<file path="src/sv/assert_macros.svh">
// Assertion macros for the UUID extractor, included by its top-level RTL file.
// Include by bare file name; each macro expands to one labeled concurrent assertion.
`ifndef ASSERT_MACROS_SVH
`define ASSERT_MACROS_SVH

// Expression must hold at every clock edge out of reset.
`define ASSERT_ALWAYS(label, clk, rst_n, expr, msg) \
    label: assert property (@(posedge clk) disable iff (!rst_n) (expr)) else $error(msg);

// Antecedent in one cycle implies consequent in the same cycle.
`define ASSERT_IMPLY(label, clk, rst_n, ante, cons, msg) \
    label: assert property (@(posedge clk) disable iff (!rst_n) (ante) |-> (cons)) \
        else $error(msg);

// Antecedent in one cycle implies consequent in the next cycle.
`define ASSERT_NEXT(label, clk, rst_n, ante, cons, msg) \
    label: assert property (@(posedge clk) disable iff (!rst_n) (ante) |=> (cons)) \
        else $error(msg);

`endif

</file>
<file path="src/sv/smbuuid_pkg.sv">
// Shared types and constants for the SMBIOS system UUID extractor.
// No dependencies; imported by every module of the block.
`timescale 1ns / 1ps

package smbuuid_pkg;

    localparam logic [7:0] C_TYPE_SYSTEM = 8'h01;
    localparam logic [7:0] C_MIN_LENGTH  = 8'h19;
    localparam logic [7:0] C_HEADER_LEN  = 8'h04;
    localparam logic [7:0] C_UUID_FIRST  = 8'h08;
    localparam logic [7:0] C_UUID_SPLIT  = 8'h10;
    localparam logic [7:0] C_UUID_END    = 8'h18;
    localparam logic [7:0] C_BYTE_ZERO   = 8'h00;
    localparam logic [7:0] C_BYTE_ONES   = 8'hFF;

    localparam logic C_STATUS_FOUND     = 1'b0;
    localparam logic C_STATUS_NOT_FOUND = 1'b1;

    typedef struct packed {
        logic [7:0] data_byte;
        logic       last_byte;
    } t_item;

    typedef struct packed {
        logic        status;
        logic [63:0] uuid_high;
        logic [63:0] uuid_low;
    } t_result;

endpackage

</file>
<file path="src/sv/smbuuid_system_uuid_extract.sv">
// SMBIOS system UUID extractor: takes the structure table one byte per item,
// starting at the first structure header, and gives one result per table: the
// UUID of the first type-1 structure of length 0x19 or more (first three fields
// byte-reversed), or not-found for a short header length, an all-0x00 or
// all-0xFF UUID, or a table that ends first. One byte item can be taken every
// cycle except as below; the walker forms a result combinationally from the
// byte in the input register, and it loads into the result register as that
// byte leaves the input register. While a result waits in a stalled result
// register, only a byte that would give another result holds in the input
// register; other bytes keep flowing.
// Bytes after a result are dropped until the table's last byte, after which
// the block is ready for the next table.
`timescale 1ns / 1ps
`include "assert_macros.svh"

module smbios_system_uuid_extract import smbuuid_pkg::*; (
    input  logic        i_clk,
    input  logic        i_rst_n,
    input  logic        i_valid,
    output logic        o_stall,
    input  logic [7:0]  i_data_byte,
    input  logic        i_last_byte,
    output logic        o_valid,
    input  logic        i_stall,
    output logic        o_status,
    output logic [63:0] o_uuid_high,
    output logic [63:0] o_uuid_low
);

    t_item   w_in_item;
    t_item   w_item;
    t_result w_walk_result;
    t_result w_out_result;
    logic    w_item_valid;
    logic    w_out_free;
    logic    w_take;
    logic    w_fire;
    logic    w_emit;
    logic    w_done;

    assign w_in_item.data_byte = i_data_byte;
    assign w_in_item.last_byte = i_last_byte;

    // Hold an item that gives a result until the result register can take it.
    assign w_take = !w_emit || w_out_free;
    assign w_fire = w_item_valid && w_take;

    smbuuid_in_reg u_in_reg (
        .i_clk   (i_clk),
        .i_rst_n (i_rst_n),
        .i_valid (i_valid),
        .o_stall (o_stall),
        .i_item  (w_in_item),
        .i_take  (w_take),
        .o_valid (w_item_valid),
        .o_item  (w_item)
    );

    smbuuid_walker u_walker (
        .i_clk    (i_clk),
        .i_rst_n  (i_rst_n),
        .i_fire   (w_fire),
        .i_item   (w_item),
        .o_emit   (w_emit),
        .o_result (w_walk_result),
        .o_done   (w_done)
    );

    smbuuid_out_reg u_out_reg (
        .i_clk    (i_clk),
        .i_rst_n  (i_rst_n),
        .i_load   (w_fire && w_emit),
        .i_result (w_walk_result),
        .o_free   (w_out_free),
        .o_valid  (o_valid),
        .i_stall  (i_stall),
        .o_result (w_out_result)
    );

    assign o_status    = w_out_result.status;
    assign o_uuid_high = w_out_result.uuid_high;
    assign o_uuid_low  = w_out_result.uuid_low;

    `ASSERT_IMPLY(a_notfound_zero, i_clk, i_rst_n, o_valid && o_status == C_STATUS_NOT_FOUND, o_uuid_high == 64'd0 && o_uuid_low == 64'd0, "not-found result carries a nonzero uuid")
    `ASSERT_IMPLY(a_one_per_table, i_clk, i_rst_n, w_fire && w_done && !w_item.last_byte, !w_emit, "second result within one table")
    `ASSERT_NEXT(a_done_after_result, i_clk, i_rst_n, w_fire && w_emit && !w_item.last_byte, w_done, "walker not done after a result")
    `ASSERT_ALWAYS(a_stall_needs_item, i_clk, i_rst_n, !o_stall || w_item_valid, "input stalled with an empty input register")

endmodule

</file>
<file path="src/sv/smbuuid_in_reg.sv">
// Input register stage for the UUID extractor: holds one table byte item.
// Depends on smbuuid_pkg for the item type.
`timescale 1ns / 1ps

module smbuuid_in_reg import smbuuid_pkg::*; (
    input  logic  i_clk,
    input  logic  i_rst_n,
    input  logic  i_valid,
    output logic  o_stall,
    input  t_item i_item,
    input  logic  i_take,
    output logic  o_valid,
    output t_item o_item
);

    logic  r_valid;
    t_item r_item;
    logic  w_accept;

    assign o_stall  = r_valid && !i_take;
    assign w_accept = i_valid && !o_stall;

    always_ff @(posedge i_clk) begin
        if (!i_rst_n) begin
            r_valid <= 1'b0;
        end else if (w_accept) begin
            r_valid <= 1'b1;
        end else if (i_take) begin
            r_valid <= 1'b0;
        end
    end

    always_ff @(posedge i_clk) begin
        if (w_accept) begin
            r_item <= i_item;
        end
    end

    assign o_valid = r_valid;
    assign o_item  = r_item;

endmodule

</file>
<file path="src/sv/smbuuid_walker.sv">
// Structure walker: tracks header, formatted area and string area of each
// SMBIOS structure and forms the result. Depends on smbuuid_pkg.
`timescale 1ns / 1ps

module smbuuid_walker import smbuuid_pkg::*; (
    input  logic    i_clk,
    input  logic    i_rst_n,
    input  logic    i_fire,
    input  t_item   i_item,
    output logic    o_emit,
    output t_result o_result,
    output logic    o_done
);

    typedef enum logic [1:0] {
        PH_HEADER,
        PH_FORMATTED,
        PH_STRINGS,
        PH_DONE
    } t_phase;

    t_phase      r_phase,     n_phase;
    logic [7:0]  r_offset,    n_offset;
    logic [7:0]  r_type,      n_type;
    logic [7:0]  r_length,    n_length;
    logic [63:0] r_cap_hi,    n_cap_hi;
    logic [63:0] r_cap_lo,    n_cap_lo;
    logic        r_all_zero,  n_all_zero;
    logic        r_all_ones,  n_all_ones;
    logic        r_prior_zero, n_prior_zero;

    logic [7:0]  w_offset_inc;
    logic        w_emit;
    logic        w_found;
    logic [7:0]  b;

    // Undo the little-endian order of the first three UUID fields.
    function automatic logic [63:0] reorder_uuid(input logic [63:0] raw);
        reorder_uuid = {raw[39:32], raw[47:40], raw[55:48], raw[63:56],
                        raw[23:16], raw[31:24], raw[7:0],   raw[15:8]};
    endfunction

    assign b            = i_item.data_byte;
    assign w_offset_inc = r_offset + 8'd1;

    always_comb begin
        n_phase      = r_phase;
        n_offset     = r_offset;
        n_type       = r_type;
        n_length     = r_length;
        n_cap_hi     = r_cap_hi;
        n_cap_lo     = r_cap_lo;
        n_all_zero   = r_all_zero;
        n_all_ones   = r_all_ones;
        n_prior_zero = r_prior_zero;
        w_emit       = 1'b0;
        w_found      = 1'b0;

        unique case (r_phase)
            PH_HEADER: begin
                if (r_offset == 8'd0) begin
                    n_type     = b;
                    n_cap_hi   = '0;
                    n_cap_lo   = '0;
                    n_all_zero = 1'b1;
                    n_all_ones = 1'b1;
                end else if (r_offset == 8'd1) begin
                    n_length = b;
                end
                n_offset = w_offset_inc;
                if (w_offset_inc == C_HEADER_LEN) begin
                    if (r_length < C_HEADER_LEN) begin
                        w_emit = 1'b1;
                    end else if (r_length == C_HEADER_LEN) begin
                        n_phase      = PH_STRINGS;
                        n_prior_zero = 1'b0;
                    end else begin
                        n_phase = PH_FORMATTED;
                    end
                end
            end
            PH_FORMATTED: begin
                if (r_offset >= C_UUID_FIRST && r_offset < C_UUID_END) begin
                    if (r_offset < C_UUID_SPLIT) begin
                        n_cap_hi = {r_cap_hi[55:0], b};
                    end else begin
                        n_cap_lo = {r_cap_lo[55:0], b};
                    end
                    if (b != C_BYTE_ZERO) n_all_zero = 1'b0;
                    if (b != C_BYTE_ONES) n_all_ones = 1'b0;
                end
                n_offset = w_offset_inc;
                if (w_offset_inc == r_length) begin
                    if (r_type == C_TYPE_SYSTEM && r_length >= C_MIN_LENGTH) begin
                        w_emit  = 1'b1;
                        w_found = !(n_all_zero || n_all_ones);
                    end else begin
                        n_phase      = PH_STRINGS;
                        n_prior_zero = 1'b0;
                    end
                end
            end
            PH_STRINGS: begin
                if (b == C_BYTE_ZERO && r_prior_zero) begin
                    n_phase      = PH_HEADER;
                    n_offset     = 8'd0;
                    n_prior_zero = 1'b0;
                end else begin
                    n_prior_zero = (b == C_BYTE_ZERO);
                end
            end
            PH_DONE: begin
            end
            default: begin
            end
        endcase

        // A table end with no result yet still gives one (not found).
        if (!w_emit && i_item.last_byte && n_phase != PH_DONE) begin
            w_emit = 1'b1;
        end

        if (w_emit && !i_item.last_byte) begin
            n_phase = PH_DONE;
        end

        // Table end: return everything to the reset state for the next table.
        if (i_item.last_byte) begin
            n_phase      = PH_HEADER;
            n_offset     = 8'd0;
            n_type       = 8'd0;
            n_length     = 8'd0;
            n_cap_hi     = '0;
            n_cap_lo     = '0;
            n_all_zero   = 1'b1;
            n_all_ones   = 1'b1;
            n_prior_zero = 1'b0;
        end
    end

    always_ff @(posedge i_clk) begin
        if (!i_rst_n) begin
            r_phase      <= PH_HEADER;
            r_offset     <= 8'd0;
            r_type       <= 8'd0;
            r_length     <= 8'd0;
            r_cap_hi     <= '0;
            r_cap_lo     <= '0;
            r_all_zero   <= 1'b1;
            r_all_ones   <= 1'b1;
            r_prior_zero <= 1'b0;
        end else if (i_fire) begin
            r_phase      <= n_phase;
            r_offset     <= n_offset;
            r_type       <= n_type;
            r_length     <= n_length;
            r_cap_hi     <= n_cap_hi;
            r_cap_lo     <= n_cap_lo;
            r_all_zero   <= n_all_zero;
            r_all_ones   <= n_all_ones;
            r_prior_zero <= n_prior_zero;
        end
    end

    // The capture is complete and unchanged on the byte that finds the UUID.
    always_comb begin
        if (w_found) begin
            o_result.status    = C_STATUS_FOUND;
            o_result.uuid_high = reorder_uuid(r_cap_hi);
            o_result.uuid_low  = r_cap_lo;
        end else begin
            o_result.status    = C_STATUS_NOT_FOUND;
            o_result.uuid_high = '0;
            o_result.uuid_low  = '0;
        end
    end

    assign o_emit = w_emit;
    assign o_done = (r_phase == PH_DONE);

endmodule

</file>
<file path="src/sv/smbuuid_out_reg.sv">
// Result register for the UUID extractor: holds one result item until taken.
// Depends on smbuuid_pkg for the result type.
`timescale 1ns / 1ps

module smbuuid_out_reg import smbuuid_pkg::*; (
    input  logic    i_clk,
    input  logic    i_rst_n,
    input  logic    i_load,
    input  t_result i_result,
    output logic    o_free,
    output logic    o_valid,
    input  logic    i_stall,
    output t_result o_result
);

    logic    r_valid;
    t_result r_result;

    assign o_free = !r_valid || !i_stall;

    always_ff @(posedge i_clk) begin
        if (!i_rst_n) begin
            r_valid <= 1'b0;
        end else if (i_load) begin
            r_valid <= 1'b1;
        end else if (!i_stall) begin
            r_valid <= 1'b0;
        end
    end

    always_ff @(posedge i_clk) begin
        if (i_load) begin
            r_result <= i_result;
        end
    end

    assign o_valid  = r_valid;
    assign o_result = r_result;

endmodule
</file>
<file path="config.mk">
export PLATFORM = sky130hd
export DESIGN_NAME = smbios_system_uuid_extract
export DESIGN_NICKNAME = d
export VERILOG_FILES = /design/src/sv/smbuuid_pkg.sv /design/src/sv/smbuuid_system_uuid_extract.sv /design/src/sv/smbuuid_in_reg.sv /design/src/sv/smbuuid_walker.sv /design/src/sv/smbuuid_out_reg.sv
export VERILOG_INCLUDE_DIRS = /design/src /design/src/sv
export SDC_FILE = /design/constraint.sdc
export NUM_CORES = 1
export LEC_CHECK = 0
export ABC_AREA = 1
export BUFFER_PORTS_ARGS = -buffer_cell sky130_fd_sc_hd__buf_2
export CORE_MARGIN = 2
export CORE_UTILIZATION = 50
export DETAILED_ROUTE_END_ITERATION = 16
export GPL_TIMING_DRIVEN = 1
export PLACE_DENSITY_LB_ADDON = 0.25
export SYNTH_ARGS = -nofsm -noshare
export SYNTH_HDL_FRONTEND = slang
export SYNTH_SLANG_ARGS = --single-unit
</file>
<file path="constraint.sdc">
create_clock -name i_clk -period 14.3 [get_ports i_clk]
set_input_delay 0.715 -clock i_clk [delete_from_list [all_inputs] [get_ports i_clk]]
set_output_delay 0.715 -clock i_clk [all_outputs]
set_load 0.1 [all_outputs]
</file>
==> impl_metrics.ini <==
[run_status]
outcome = finished clean

[floorplanning]
initial_core_util = 0.508
die_w_um = 161
core_area_sq_um = 24200
num_rows = 57
die-area_sq_um = 25900
ios = 144
die_h_um = 161

[finish]
nets = 1609
fillerInstances = 2210
fin_util = 0.584
final_area_sq_um = 14200
layout_commonest_cell = nand2_1
drive_gt1_frac = 0.130
final_cell_mix = nand2_1 (347), nor2_1 (311), inv_1 (181), dfxtp_1 (159), a21oi_1 (148)
num_antenna_cells = 0
syn_to_final_growth_pct = 15.0

[synthesis]
yosys_warnings = 0
synth_flop_cell = dfxtp_1
synth_cell_type_count = 32
synthCells = 1485
synth_top_area_share = 0.336
ys_top_cells_by_area = edfxtp_1 (34%), dfxtp_1 (26%), nand2_1 (11%)
syn_area_per_cell_sq_um = 8.30
ys_seq_area_frac = 0.595
synth_edf_count = 138
synth_largest_area_cell = edfxtp_1
synth-seq-cells = 297
async_reset_ff_frac = 0
syn_area_sq_um = 12300
synthesis.nets = 1505

[placement]
pre_cts_slack_ns = 9.57
io_buffers = 143
finalWeightedCongestion = 0.960
hpwl_mm = 16.5
dpl_cell_area_sq_um = 13200

[setup_path]
ff2ff_path_depth = 19
cp-end-kind = register
path_class = register to register
rr_startpoint = u_walker.r_offset[0]
critPathArrivalTime_ns = 4.91
ff2ff_setup_slack_ns = 9.54
cp-start-kind = register
worst-path-max-fanout = 87
r2r_end = u_out_reg.o_result[75]
crit_required_ns = 14.45

[clocking]
clock_latency_ns = 0.55
cts_tree = done
holdBufCountCts = 0
path_clk_slew_ns = 0.06
cts_sinks = 297
htreeDepth = 1
cts_resized = 0
clockBufferDepth = 3
post-cts-setup-buffers = 0
root_buffer = clkbuf_16
cts_buffers = 30

[routing]
drt-initial-drc-count = 724
via_per_inst = 4.89
drc = 0
wl_mm = 26.8
vias = 9480
wl_per_cell_um = 13.8
drt_first_pass_iters = 5
ant_nets = 0

[pwr]
power.density_nw_per_um2 = 136
p_total_w = 0.00193
leakagePower_nw = 6.20
ir_worst_vdd_uv = 88.1

[run]
maxCapViolCount = 0

[grt]
track_usage = 0.204
grt_pass1_wl_mm = 43.6
antenna_found_initial = 0
grt_max_degree = 125
grt_pass1_vias = 8938
overflow = 0

[sta]
tightest_slew_ns = 1.20
setup_viol = 0
max_clock_freq_mhz = 210
rsz0062_at_grt = no
finalWorstSetupSlack_ns = 9.54
fin_worst_skew_ns = 0.0158
maxSlewViolCount = 0
fin_crit_ns = 4.76
hold_viol = 0
final.period_utilization = 0.333
setup_tns_ns = 0
slew_headroom = 0.202

[min_path]
min_path_cells = 1
hp-class = primary input to register
hold_end = u_in_reg.o_item[6]
min_from = i_data_byte[5]
==> cells in the mapped netlist (2+ instances only) <==
cell type / number
inv_1: 182
buf_4: 3
nand2_1: 347
nand4_1: 9
nor4_1: 3
a21oi_1: 149
nand2_2: 3
nor3_1: 6
clkbuf_1: 57
buf_6: 9
ha_1: 7
buf_1: 7
edfxtp_1: 138
o21ai_0: 6
dfxtp_1: 159
nor2_1: 312
buf_2: 4
clkinv_1: 2
o21bai_1: 2
nand3_1: 68
==> area by class of cell <==
class | instances | area (sq um) | share of cell area
clock buffer | 36 | 793 | 0.0560
clock inverter | 20 | 211 | 0.0149
inverter | 184 | 693 | 0.0489
multi-input combinational | 923 | 3950 | 0.278
sequential | 297 | 7330 | 0.517
tap | 324 | 405 | 0.0286
timing repair buffer | 153 | 793 | 0.0560
==> critical path: stages (launching register included) <==
cell	delay [ns]
dfxtp_1	0.42
inv_1	0.15
ha_1	0.35
xnor2_1	0.14
nand2_1	0.07
nor2_1	0.10
nand2_1	0.07
nor2_1	0.12
nand4_1	0.16
nand2_1	0.09
nand2_1	0.05
nand2_1	0.10
nand3_1	0.07
nand2_1	0.08
nand2_2	0.10
a21boi_4	0.14
buf_4	0.47
nand2_1	0.22
inv_4	0.47
buf_4	0.90
==> state kept, by name, indices dropped and copies added (netlist names), 2 cells and up <==
name,cells
u_walker.r_phase,2
u_walker.r_cap_lo,64
u_walker.r_type,8
u_in_reg.o_item,9
u_walker.r_length,8
u_walker.r_cap_hi,64
u_out_reg.o_result,129
u_walker.r_offset,8
==> stage by stage <==
step	hold slack [ns]	cells
3_3_place_gp	0.444	1881
5_1_grt	0.327	1937
6_report	0.345	1937
4_1_cts	0.325	1937
2_1_floorplan	0.423	1485
3_5_place_dp	0.447	1881
==> worst max path at each step <==
| stage | startpoint | cells past startpoint | end |
|---|---|---|---|
| floorplan | u_walker.r_offset[0] | 18 | u_out_reg.o_result[0] |
| global placement | u_walker.r_offset[0] | 19 | u_out_reg.o_result[85] |
| detailed placement | u_walker.r_offset[0] | 19 | u_out_reg.o_result[84] |
| CTS | u_walker.r_offset[0] | 19 | u_out_reg.o_result[66] |
| global route | u_walker.r_offset[0] | 19 | u_out_reg.o_result[75] |
| finish | u_walker.r_offset[0] | 19 | u_out_reg.o_result[75] |
==> where the power goes <==
group / internal [W] / leakage [nW] / switching (W) / total (W)
Clock: 0.000467 / 0.494 / 0.000317 / 0.000784
Sequential: 0.000922 / 2.72 / 0.0000170 / 0.000939
Combinational: 0.0000507 / 2.98 / 0.000157 / 0.000207
Total: 0.00144 / 6.20 / 0.000491 / 0.00193
==> per-layer routing <==
| layer | track usage | part of all wire |
|---|---|---|
| met1 | 0.278 | 0.46 |
| met2 | 0.348 | 0.48 |
| met3 | 0.0241 | 0.044 |
| met4 | 0.0519 | 0.018 |
| met5 | 0 | 0 |
==> kinds of logic after synthesis <==
logic type | after synthesis | synth area share
buffers and inverters | 265 | 0.0876
xor gates and xnor gates | 1 | 0.000711
DFF | 297 | 0.595
and+or+nand+nor | 749 | 0.239
adders and majority gates | 7 | 0.00711
AOI/OAI and AO/OA | 166 | 0.0707
(Power assumes the default switching activity.)
